===== src/hdl/assert_macros.svh =====
// ----------------------------------------------------------------------------
// assert_macros.svh : concurrent assertion helpers
// Clocked property checks that drop out of synthesis builds.
// ----------------------------------------------------------------------------
`ifndef ASSERT_MACROS_SVH
`define ASSERT_MACROS_SVH

`ifndef SYNTHESIS

// Check a property at every rising edge, held off during reset.
`define ASSERT_PROP(name, clk, rst, prop, msg) \
   name: assert property (@(posedge clk) disable iff (rst) (prop)) else $error(msg);

// Check that an expression never holds at a rising edge outside reset.
`define ASSERT_NEVER(name, clk, rst, expr, msg) \
   `ASSERT_PROP(name, clk, rst, !(expr), msg)

`else

`define ASSERT_PROP(name, clk, rst, prop, msg)
`define ASSERT_NEVER(name, clk, rst, expr, msg)

`endif

`endif


===== src/hdl/shp_pkg.sv =====
// ----------------------------------------------------------------------------
// shp_pkg : shared types and constants of the sharpen block
// Field types, tap codes, register indexes and control groups.
// ----------------------------------------------------------------------------
`timescale 1ns / 1ps
`default_nettype none

package shp_pkg;

   localparam int PIX_W        = 8;
   localparam int COORD_W      = 6;
   localparam int SIZE_W       = 7;
   localparam int ACC_W        = 12;
   localparam int DEF_MAX_ROWS = 64;
   localparam int DEF_MAX_COLS = 64;

   localparam logic [SIZE_W-1:0] SIZE_RESET = 7'd64;
   localparam logic [SIZE_W-1:0] SIZE_MIN   = 7'd2;
   localparam logic [PIX_W-1:0]  PIX_MAX    = 8'd255;

   typedef enum logic [0:0] {
      OP_WRITE = 1'b0,
      OP_READ  = 1'b1
   } opcode_type;

   typedef enum logic [0:0] {
      CSR_IMAGE_WIDTH  = 1'b0,
      CSR_IMAGE_HEIGHT = 1'b1
   } csr_index_type;

   typedef enum logic [2:0] {
      TAP_CENTER = 3'd0,
      TAP_UP     = 3'd1,
      TAP_DOWN   = 3'd2,
      TAP_LEFT   = 3'd3,
      TAP_RIGHT  = 3'd4
   } tap_type;

   typedef struct packed {
      opcode_type          opcode;
      logic [COORD_W-1:0]  pixel_row;
      logic [COORD_W-1:0]  pixel_col;
      logic [PIX_W-1:0]    pixel_value;
   } req_type;

   typedef struct packed {
      logic [PIX_W-1:0]    sharpened_value;
      logic [COORD_W-1:0]  result_row;
      logic [COORD_W-1:0]  result_col;
   } rsp_type;

   // Position and tap handed to the address generator.
   typedef struct packed {
      logic [COORD_W-1:0]  row;
      logic [COORD_W-1:0]  col;
      tap_type             tap;
   } addr_req_type;

   // Control of the shared accumulator.
   typedef struct packed {
      logic                clear;
      logic                enable;
      tap_type             tap;
   } mac_ctl_type;

endpackage

`default_nettype wire


===== src/hdl/shp_mac.sv =====
// ----------------------------------------------------------------------------
// shp_mac : shared kernel accumulator
// Adds five times the center and subtracts each edge neighbor, then clamps.
// ----------------------------------------------------------------------------
`timescale 1ns / 1ps
`default_nettype none

module shp_mac (
   input  wire logic                          clock,
   input  wire shp_pkg::mac_ctl_type          ctl,
   input  wire logic [shp_pkg::PIX_W-1:0]     data,
   output logic      [shp_pkg::PIX_W-1:0]     value
);

   localparam int AW = shp_pkg::ACC_W;

   // Two's complement, wide enough for -1020 .. 1275.
   logic [AW-1:0] acc_ff;
   logic [AW-1:0] acc_in;

   always_comb begin
      acc_in = acc_ff;
      if (ctl.clear) begin
         acc_in = '0;
      end else if (ctl.enable) begin
         if (ctl.tap == shp_pkg::TAP_CENTER) begin
            acc_in = acc_ff + AW'({data, 2'b00}) + AW'(data);
         end else begin
            acc_in = acc_ff - AW'(data);
         end
      end
   end

   always_ff @(posedge clock) begin
      acc_ff <= acc_in;
   end

   always_comb begin
      if (acc_ff[AW-1]) begin
         value = '0;
      end else if (acc_ff[AW-2:shp_pkg::PIX_W] != '0) begin
         value = shp_pkg::PIX_MAX;
      end else begin
         value = acc_ff[shp_pkg::PIX_W-1:0];
      end
   end

endmodule

`default_nettype wire


===== config.mk =====
export PLATFORM = sky130hd
export DESIGN_NAME = shp_mac
export DESIGN_NICKNAME = d
export VERILOG_FILES = /design/src/hdl/assert_macros.svh /design/src/hdl/shp_pkg.sv /design/src/hdl/shp_mac.sv
export SDC_FILE = /design/constraint.sdc
export NUM_CORES = 1
export LEC_CHECK = 0
export BUFFER_PORTS_ARGS = -buffer_cell sky130_fd_sc_hd__buf_2
export CAP_MARGIN = 10
export CORE_MARGIN = 8
export CORE_UTILIZATION = 63
export CTS_CLUSTER_SIZE = 30
export DETAILED_ROUTE_END_ITERATION = 7
export PLACE_DENSITY_LB_ADDON = 0.3
export SYNTH_ARGS = -nofsm -noshare
export SYNTH_HDL_FRONTEND = slang
export SYNTH_SLANG_ARGS = --single-unit
export TNS_END_PERCENT = 30

===== constraint.sdc =====
create_clock -name clock -period 6.3 [get_ports clock]
set_input_delay 1.26 -clock clock [delete_from_list [all_inputs] [get_ports clock]]
set_output_delay 1.26 -clock clock [all_outputs]
set_load 0.05 [all_outputs]

==> results.json <==
{
  "drt_first_iter_violations": 119,
  "yosysTopAreaCellShare": 0.166,
  "p_leak_uw": 0.000860,
  "synth_edf_count": 0,
  "clockRootBuffer": "clkbuf_4",
  "end_kind": "flop",
  "slew_headroom": 0.269,
  "clockPowerShare": 0.092,
  "port_buffers": 21,
  "core_um2": 2480,
  "postSynthCellCount": 214,
  "grt_pass1_vias": 1694,
  "post-route-util": 0.725,
  "cts.htree.levels": 1,
  "finalSetupTns_ns": 0,
  "synthTopCellsByCount": "38 x nor2_1, 22 x ha_1, 16 x inv_1, 12 x dfxtp_1",
  "fin_area_um2": 1800,
  "peakVddDrop_v": 0.000319,
  "hp-class": "reg -> reg",
  "antenna_left": 0,
  "switching_share": 0.537,
  "comb_power_share": 0.702,
  "fin_crit_ns": 3.61,
  "avgSynthCellArea_um2": 7.75,
  "crit_type": "in -> reg",
  "diodes": 0,
  "wl_um": 4360,
  "dpl_cell_area_um2": 1770,
  "die_h_um": 67.3,
  "synth_top_area_cell": "ha_1",
  "fmax_ghz": 0.277,
  "num_io_pins": 22,
  "grt_overflow": 0,
  "avgViaCountPerCell": 6.46,
  "cp-startpoint": "data[0]",
  "final_max_slew_viol_count": 0,
  "rsz0062_at_grt": "no",
  "area_growth_pct": 8.22,
  "dieArea_um2": 4530,
  "core.rowCount": 18,
  "drc": 0,
  "power.switching_uw": 276,
  "min_from": "acc_ff[6]",
  "cts_tree": "yes",
  "critPathArrivalTime_ns": 3.78,
  "grt.total_usage": 0.203,
  "clock_latency_ns": 0.27,
  "post-route-period-util": 0.573,
  "p_seq_frac": 0.206,
  "status": "finished, final reports clean",
  "ys_ff_latch": 12,
  "grt_max_degree": 18,
  "async_reset_ff_frac": 0,
  "holdBufCountCts": 0,
  "die_w_um": 67.3,
  "place_congestion": 0.964,
  "detail_route.wl_per_cell_um": 16.7,
  "grt_pass1_wl_um": 7310,
  "top_register": "acc_ff",
  "vias": 1685,
  "ys_top_cells_by_area": "ha_1 17%, dfxtp_1 14%, fa_1 9.7%, nor2_1 8.6%, a211oi_1 5.0%",
  "final_layout_size_suffix_gt1_frac": 0.130,
  "yosysSeqAreaShare": 0.145,
  "clockBufferDepth": 2,
  "cp-start-kind": "primary input",
  "worstMarginPinSlew_ns": 1.09,
  "cap_violations": 0,
  "dpl.hpwl_um": 3580,
  "critPathMaxFanout": 4,
  "cts_sinks": 12,
  "ys_types": 45,
  "path_clk_slew_ns": 0.07,
  "cellPowerDensity_nw_per_um2": 286,
  "yosysWarnings": 0,
  "top_regs": "acc_ff: 12 flops",
  "critPathRequiredTime_ns": 6.47,
  "synth.net_count": 258,
  "p_int_uw": 238,
  "post-cts-setup-buffers": 0,
  "rrSetupSlack_ns": 3.40,
  "skew_ns": 0.00124,
  "first_pass_iters": 4,
  "antenna_found_initial": 0,
  "start_util": 0.670,
  "hold_viol_final": 0,
  "ctsResizeCount": 0,
  "synth_most_common_cell": "nor2_1",
  "synth_ff_type": "dfxtp_1",
  "syn_area_um2": 1660,
  "largest_register_ffs": 12,
  "timing.rr.start": "acc_ff[2]",
  "numCtsBuffers": 3,
  "final_net_count": 277,
  "final-setup-viol-count": 0
}
power groups by stage:
stage	clock network [µW]	registers (µW)	logic (µW)
CTS	46.7	106	358
global placement	0	107	342
detailed placement	0	107	356
global route	53.3	108	391
finish	47.4	106	361
floorplan	0	98.3	288
through the flow:
step / total power, µW / worst slack, ns / cells / hold WS (ns)
floorplan: 386 / 2.68 / 214 / 0.484
global placement: 449 / 2.48 / 258 / 0.522
detailed placement: 463 / 2.40 / 258 / 0.539
CTS: 510 / 2.69 / 261 / 0.551
global route: 551 / 2.56 / 261 / 0.586
finish: 514 / 2.69 / 261 / 0.561
routing by layer:
layer,track usage,vias to the layer above,share of wire
li1,-,811,-
met1,0.212,788,0.38
met2,0.387,68,0.54
met3,0.0430,18,0.048
met4,0.0731,0,0.036
met5,0,-,0
path summary, 6_finish.rpt:
kind / endpoint / cells past startpoint
setup / recovery: acc_ff[11] / 11
hold / removal: acc_ff[6] / 2
setup reg to reg: acc_ff[11] / 10
hold reg to reg: acc_ff[6] / 2
cells in the final DEF, fill, tap and decap left out, types with 2 or more instances in the layout:
cell and instances:
or3_1 6, nand2b_1 5, nor2b_1 3, inv_1 16, a31oi_1 2, xnor2_1 7
o21ai_0 10, a21oi_1 11, nor2_1 38, dfxtp_1 12, buf_2 21, fa_1 8
a21o_1 6, nor3_1 6, a311oi_1 2, o211ai_1 2, nand3_1 7, a211oi_1 11
nand2_1 10, clkbuf_4 3, ha_1 22
critical path: stages:
cell and delay [ns]:
buf_2 0.10, inv_1 0.06, fa_1 0.52, inv_1 0.07, fa_1 0.48, a211oi_1 0.23
nor2_1 0.10, o21a_1 0.22, o211a_1 0.22, o22a_1 0.21, mux2_4 0.30
layout make-up:
class / instances / area, µm²
clock buffer: 3 / 22.5
fill: 214 / 682
inverter: 17 / 63.8
multi-input combinational: 178 / 1330
sequential: 12 / 240
tap: 30 / 37.5
timing repair buffer: 21 / 105
cell families after synthesis:
family / Yosys count / share of synthesized area
buffers and inverters: 24 / 0.0558
multiplexers: 1 / 0.00905
AND/OR/NAND/NOR: 80 / 0.222
flip-flops: 12 / 0.145
AO/OA/AOI/OAI: 59 / 0.264
adder cells (fa/ha/maj): 30 / 0.262
XOR/XNOR: 8 / 0.0422
Note: power is estimated with default switching activity, not from simulation.
