==> config.mk <==
export PLATFORM = sky130hd
export DESIGN_NAME = shp_addr_gen
export DESIGN_NICKNAME = d
export VERILOG_FILES = /design/src/hdl/assert_macros.svh /design/src/hdl/shp_pkg.sv /design/src/hdl/shp_addr_gen.sv
export SDC_FILE = /design/constraint.sdc
export NUM_CORES = 1
export LEC_CHECK = 0
export BUFFER_PORTS_ARGS = -buffer_cell sky130_fd_sc_hd__buf_2
export CORE_MARGIN = 2
export CORE_UTILIZATION = 54
export DETAILED_ROUTE_END_ITERATION = 8
export MAX_ROUTING_LAYER = met4
export PLACE_DENSITY = 0.95
export REMOVE_ABC_BUFFERS = 1
export SYNTH_ARGS = -nofsm -noshare
export SYNTH_HDL_FRONTEND = slang
export SYNTH_SLANG_ARGS = --single-unit
==> constraint.sdc <==
create_clock -name vclk -period 1.9
set_input_delay 0.095 -clock vclk [all_inputs]
set_output_delay 0.095 -clock vclk [all_outputs]
set_load 0.05 [all_outputs]
==> src/hdl/assert_macros.svh <==
// ----------------------------------------------------------------------------
// assert_macros.svh : concurrent assertion helpers
// Clocked property checks that drop out of synthesis builds.
// ----------------------------------------------------------------------------
`ifndef ASSERT_MACROS_SVH
`define ASSERT_MACROS_SVH

`ifndef SYNTHESIS

// Check a property at every rising edge, held off during reset.
`define ASSERT_PROP(name, clk, rst, prop, msg) \
   name: assert property (@(posedge clk) disable iff (rst) (prop)) else $error(msg);

// Check that an expression never holds at a rising edge outside reset.
`define ASSERT_NEVER(name, clk, rst, expr, msg) \
   `ASSERT_PROP(name, clk, rst, !(expr), msg)

`else

`define ASSERT_PROP(name, clk, rst, prop, msg)
`define ASSERT_NEVER(name, clk, rst, expr, msg)

`endif

`endif

==> src/hdl/shp_pkg.sv <==
// ----------------------------------------------------------------------------
// shp_pkg : shared types and constants of the sharpen block
// Field types, tap codes, register indexes and control groups.
// ----------------------------------------------------------------------------
`timescale 1ns / 1ps
`default_nettype none

package shp_pkg;

   localparam int PIX_W        = 8;
   localparam int COORD_W      = 6;
   localparam int SIZE_W       = 7;
   localparam int ACC_W        = 12;
   localparam int DEF_MAX_ROWS = 64;
   localparam int DEF_MAX_COLS = 64;

   localparam logic [SIZE_W-1:0] SIZE_RESET = 7'd64;
   localparam logic [SIZE_W-1:0] SIZE_MIN   = 7'd2;
   localparam logic [PIX_W-1:0]  PIX_MAX    = 8'd255;

   typedef enum logic [0:0] {
      OP_WRITE = 1'b0,
      OP_READ  = 1'b1
   } opcode_type;

   typedef enum logic [0:0] {
      CSR_IMAGE_WIDTH  = 1'b0,
      CSR_IMAGE_HEIGHT = 1'b1
   } csr_index_type;

   typedef enum logic [2:0] {
      TAP_CENTER = 3'd0,
      TAP_UP     = 3'd1,
      TAP_DOWN   = 3'd2,
      TAP_LEFT   = 3'd3,
      TAP_RIGHT  = 3'd4
   } tap_type;

   typedef struct packed {
      opcode_type          opcode;
      logic [COORD_W-1:0]  pixel_row;
      logic [COORD_W-1:0]  pixel_col;
      logic [PIX_W-1:0]    pixel_value;
   } req_type;

   typedef struct packed {
      logic [PIX_W-1:0]    sharpened_value;
      logic [COORD_W-1:0]  result_row;
      logic [COORD_W-1:0]  result_col;
   } rsp_type;

   // Position and tap handed to the address generator.
   typedef struct packed {
      logic [COORD_W-1:0]  row;
      logic [COORD_W-1:0]  col;
      tap_type             tap;
   } addr_req_type;

   // Control of the shared accumulator.
   typedef struct packed {
      logic                clear;
      logic                enable;
      tap_type             tap;
   } mac_ctl_type;

endpackage

`default_nettype wire

==> src/hdl/shp_addr_gen.sv <==
// ----------------------------------------------------------------------------
// shp_addr_gen : neighbor address generator
// Mirrors the tap position at the image border and forms the store address.
// ----------------------------------------------------------------------------
`timescale 1ns / 1ps
`default_nettype none

module shp_addr_gen #(
   parameter int MAX_ROWS = shp_pkg::DEF_MAX_ROWS,
   parameter int MAX_COLS = shp_pkg::DEF_MAX_COLS
) (
   input  wire shp_pkg::addr_req_type                  areq,
   input  wire logic [shp_pkg::SIZE_W-1:0]             height,
   input  wire logic [shp_pkg::SIZE_W-1:0]             width,
   output logic      [$clog2(MAX_ROWS*MAX_COLS)-1:0]   addr
);

   localparam int ADDR_W = $clog2(MAX_ROWS * MAX_COLS);

   logic [shp_pkg::COORD_W-1:0] row_sel;
   logic [shp_pkg::COORD_W-1:0] col_sel;
   logic [shp_pkg::SIZE_W-1:0]  row_inc;
   logic [shp_pkg::SIZE_W-1:0]  col_inc;

   assign row_inc = {1'b0, areq.row} + 7'd1;
   assign col_inc = {1'b0, areq.col} + 7'd1;

   // Reflect without repeating the edge pixel: -1 maps to 1, N maps to N-2.
   always_comb begin
      row_sel = areq.row;
      col_sel = areq.col;
      case (areq.tap)
         shp_pkg::TAP_CENTER: begin
         end
         shp_pkg::TAP_UP: begin
            row_sel = (areq.row == '0) ? 6'd1 : areq.row - 6'd1;
         end
         shp_pkg::TAP_DOWN: begin
            row_sel = (row_inc >= height) ? 6'(height - 7'd2) : row_inc[5:0];
         end
         shp_pkg::TAP_LEFT: begin
            col_sel = (areq.col == '0) ? 6'd1 : areq.col - 6'd1;
         end
         shp_pkg::TAP_RIGHT: begin
            col_sel = (col_inc >= width) ? 6'(width - 7'd2) : col_inc[5:0];
         end
         default: begin
         end
      endcase
   end

   assign addr = ADDR_W'(row_sel) * ADDR_W'(MAX_COLS) + ADDR_W'(col_sel);

endmodule

`default_nettype wire

==> results of run 1 <==
per-stage QoR:
| stage | utilization (%) | setup WS, ns | area [um^2] | std cells | setup TNS [ns] |
|---|---|---|---|---|---|
| after floorplan | - | -0.7942 | 1194 | 171 | -5.897 |
| after global placement | 74.93 | -0.3526 | 1642 | 266 | -3.473 |
| after detailed placement | 74.93 | -0.4517 | 1642 | 266 | -4.416 |
| after CTS | 91.32 | -0.1782 | 2001 | 275 | -1.554 |
cells in the mapped netlist:
cell type	count	area, um^2
sky130_fd_sc_hd__inv_1	17	63.81
sky130_fd_sc_hd__or2_2	1	6.260
sky130_fd_sc_hd__xor2_1	5	43.79
sky130_fd_sc_hd__or3b_1	3	26.28
sky130_fd_sc_hd__o41a_1	1	11.26
sky130_fd_sc_hd__o21bai_1	1	7.510
sky130_fd_sc_hd__nor2b_1	1	6.260
sky130_fd_sc_hd__o31a_1	1	8.760
sky130_fd_sc_hd__and3_1	5	31.28
sky130_fd_sc_hd__o21ai_2	3	26.28
sky130_fd_sc_hd__buf_6	1	11.26
sky130_fd_sc_hd__and2_1	2	12.51
sky130_fd_sc_hd__clkbuf_1	2	7.510
sky130_fd_sc_hd__a22o_1	2	17.52
sky130_fd_sc_hd__o21ai_0	13	65.06
sky130_fd_sc_hd__and2b_1	2	15.01
sky130_fd_sc_hd__nand3b_1	1	7.510
sky130_fd_sc_hd__nand2_1	7	26.28
sky130_fd_sc_hd__o31ai_1	1	7.510
sky130_fd_sc_hd__and3b_1	1	8.760
sky130_fd_sc_hd__nand4_1	4	25.02
sky130_fd_sc_hd__nor2_1	11	41.29
sky130_fd_sc_hd__or3_1	1	6.260
sky130_fd_sc_hd__a32oi_1	2	17.52
sky130_fd_sc_hd__a21o_1	2	15.01
sky130_fd_sc_hd__nand2b_1	2	12.51
sky130_fd_sc_hd__a31oi_2	1	12.51
sky130_fd_sc_hd__buf_4	1	7.510
sky130_fd_sc_hd__buf_2	2	10.01
sky130_fd_sc_hd__clkbuf_2	1	5.000
sky130_fd_sc_hd__a311oi_1	1	8.760
sky130_fd_sc_hd__a21oi_1	10	50.05
sky130_fd_sc_hd__ha_1	22	275.3
sky130_fd_sc_hd__mux2i_1	8	80.08
sky130_fd_sc_hd__and2_4	2	17.52
sky130_fd_sc_hd__a31oi_1	3	18.77
sky130_fd_sc_hd__o21ai_1	5	25.02
sky130_fd_sc_hd__nor4b_1	2	17.52
sky130_fd_sc_hd__xnor2_1	9	78.83
sky130_fd_sc_hd__nor3_1	9	45.04
sky130_fd_sc_hd__o21a_1	2	15.01
sky130_fd_sc_hd__nand3_1	8	40.04
cell families after synthesis:
kind of cell | synth area share [%]
and+or+nand+nor | 27.97
AOI/OAI and AO/OA | 24.82
buffers and inverters | 8.511
adders and majority gates | 22.29
xor gates and xnor gates | 9.929
muxes | 6.485
repair_timing:
item | 4_1_cts
setup buffers | 9
resized for setup | 71
pin swaps | 23
endpoints found under the setup margin | 12
hold buffers | 0
==> results.toml, run 1 <==
[placed_design]
port_buffers = 41
dp_hpwl_mm = 3.327
finalWeightedCongestion = 0.9044

[grt]
grt_start_max_net_pins = 11

[logic_synthesis]
synthesis.area_um2 = 1235
synth_sequential_area_ratio_pct = 0
postSynthAreaPerCell_um2 = 6.938
postSynthCellCount = 178
synthDistinctLibCells = 42
yosysWarnings = 0

[die]
die_y_um = 51.82
initial_core_util_pct = 56.37
die_w_um = 51.82
boundaryPins = 41
num_rows = 17

[sta]
worstEpCategory = "top-level output"
worstEndpointGrtRepair = "addr[7]"

[run_status]
status = "aborted with a tool error"
error_line = "[ERROR DPL-0038] Utilization greater than 100%, impossible to legalize"
stop_stage = "global routing"
==> inputs of run 2 (changes only) <==
CORE_AREA = 2 2 63 65   (was unset)
CORE_MARGIN = unset   (was 2)
CORE_UTILIZATION = unset   (was 54)
DIE_AREA = 0 0 65 67   (was unset)
MAX_ROUTING_LAYER = unset   (was met4)
PLACE_DENSITY = unset   (was 0.95)
PLACE_DENSITY_LB_ADDON = 0.15   (was unset)
==> run 2 against run 1 <==
Against the previous run: the flow now finishes, with violations (negative setup slack); synthesized cell count did not move; synthesized area is the same.
==> results.toml, run 2 <==
[setup_path]
start_kind = "input pin"
buf_inv_on_cp = 5
worstPathArrival_ns = 1.95
timing.critical_path.slowest_cell_delay_ns = 0.22
path_cells = "buf_8 -> inv_2 -> buf_4 -> ha_4 -> ha_1 -> a21o_1 -> a31oi_4 -> o21ai_4 -> buf_6 -> mux2i_1 -> o21ai_1 -> buf_6"
path_delay_family = "compound AO/OA/AOI/OAI gates"
cp-end-kind = "output port"
critical_path_required_ns = 1.80
criticalPathCategory = "input pin to output port"
crit_path_frequent_cell = "sky130_fd_sc_hd__buf_6"
crit_path_top_delay_cell = "sky130_fd_sc_hd__o21ai_1"
setup.worst_path.start = "areq[4]"
critical_path.max_fanout = 7

[sta]
grt_setup_unrepaired = "true"
timing.final.max_slew_violations = 0
endpoints_failing_setup = 12
final.min_clock_period_ns = 2.048
setup_total_negative_slack_ns = -1.201
final_min_period_over_clock_period_pct = 107.8
tightest_slew_margin_relative_to_the_limit_pct = 77.76
fin_ws_ns = -0.1482
tightest_slew_ns = 0.3324
achievable-frequency_ghz = 0.4882
final-hold-violation-count = 0

[run]
maxCapViolCount = 0

[logic_synthesis]
share_of_the_synthesized_area_in_the_top_cell_type_pct = 22.29
yosys-top-cells-area = "sky130_fd_sc_hd__ha_1 (22%), sky130_fd_sc_hd__mux2i_1 (6.5%), sky130_fd_sc_hd__xnor2_1 (6.4%)"
post-synth-top-count-cell = "sky130_fd_sc_hd__ha_1"
synth_top_cells_by_count = "sky130_fd_sc_hd__ha_1 (22), sky130_fd_sc_hd__inv_1 (17), sky130_fd_sc_hd__o21ai_0 (13)"
yosysWarnings = 0
postSynthCellCount = 178
postSynthAreaPerCell_um2 = 6.938
synthDistinctLibCells = 42
synthesis.area_um2 = 1235
synth_sequential_area_ratio_pct = 0
cell_taking_the_most_area_after_synthesis = "sky130_fd_sc_hd__ha_1"

[final_layout]
post_route_cells_drive_above_1_share_pct = 50.98
final_common_cell = "sky130_fd_sc_hd__buf_4"
layout_sequential_cell_count = 0
final.clkbuf_count = 0
most-common-layout-cells = "sky130_fd_sc_hd__buf_4 (40), sky130_fd_sc_hd__buf_2 (22), sky130_fd_sc_hd__buf_6 (17)"
sequential_cell_area_um2 = 0
fin_nets = 308
syn2layout_area_growth_pct = 85.31
final_util_pct = 63.46
antenna_cells_inserted = 0

[grt]
wire_length_of_the_first_global_routing_pass_mm = 6.672
globalRoute.totalOverflow = 0
grt_start_max_net_pins = 11
antenna_violations_before_repair = 0
first_global_vias = 1432
gr-usage-all-layers_pct = 18.84

[die]
die_w_um = 65
num_rows = 22
boundaryPins = 41
die_y_um = 67
dieArea_um2 = 4355
coreArea_um2 = 3606
initial_core_util_pct = 34.25

[placed_design]
finalWeightedCongestion = 0.8276
port_buffers = 41
dp_hpwl_mm = 2.972

[pwr]
leakage_power_figure_nw = 1.023
power_density_over_cell_area_nw_per_um2 = 304.9
vdd_drop_max_mv = 0.1397
total_power_mw = 0.6978

[route]
post-route-drc-count = 0
1st_pass_router_iterations = 4
detail_route.wl_per_cell_um = 14.33
drt-total-wl_mm = 4.343
drt_first_iter_violations = 98
vias = 1612
drt.antenna.violating_nets = 0
drt-vias-per-instance = 5.320

[worst_hold_path]
hold_path.startpoint = "areq[10]"
min_path_type = "input pin to output port"

[clock_tree]
cts_hold_repair.buffers = 0

[run_status]
failing_checks = "negative setup slack"
status = "finished with violations"
[run 2: final cells by class]
type                       instances  area (um^2)
tap                               48        60.06
multi-input combinational        154         1493
timing repair buffer              84        669.4
inverter                          17        66.31
fill                             296         1318
[run 2: report_power, final]
part,internal [mW],switching [mW]
registers,0,0
logic,0.328,0.370
clock network,0,0
total,0.328,0.370
[run 2: path summary, 6_finish.rpt]
check,end,depth (start not counted),slack (ns)
max,addr[1],12,-0.15
min,addr[7],4,0.61
[run 2: logic make-up after synthesis]
| logic type | synth area share [%] |
|---|---|
| adders and majority gates | 22.29 |
| muxes | 6.485 |
| buffers and inverters | 8.511 |
| and+or+nand+nor | 27.97 |
| AOI/OAI and AO/OA | 24.82 |
| xor gates and xnor gates | 9.929 |
[run 2: metal layers]
metal,GRT usage (%),up-vias,wire length [um]
met2,36.34,61,2270
li1,-,801,-
met5,0,-,0
met4,0,0,0
met3,0.5068,0,210
met1,24.57,750,1861
[run 2: through the flow]
| stage | worst slack [ns] | cells | cell area [um^2] | hold WS [ns] |
|---|---|---|---|---|
| after floorplan | -0.7942 | 171 | 1194 | 0.4699 |
| after global placement | -0.4843 | 290 | 1684 | 0.6904 |
| after detailed placement | -0.4964 | 290 | 1684 | 0.6935 |
| after CTS | -0.1225 | 301 | 2102 | 0.5946 |
| after global routing | -0.2519 | 303 | 2288 | 0.6530 |
| final | -0.1482 | 303 | 2288 | 0.6095 |
[run 2: worst min-delay path, cell delays in order]
cell and delay, ns:
sky130_fd_sc_hd__buf_8 0.09, sky130_fd_sc_hd__a21oi_1 0.06, sky130_fd_sc_hd__o21ai_1 0.10, sky130_fd_sc_hd__buf_6 0.17
[run 2: what timing repair did]
item	4_1_cts	5_1_grt
setup buffers	11	2
setup endpoints to repair	12	12
pin swaps	26	13
gates resized for setup	80	26
No activity file was read; power rests on OpenSTA's default activity.
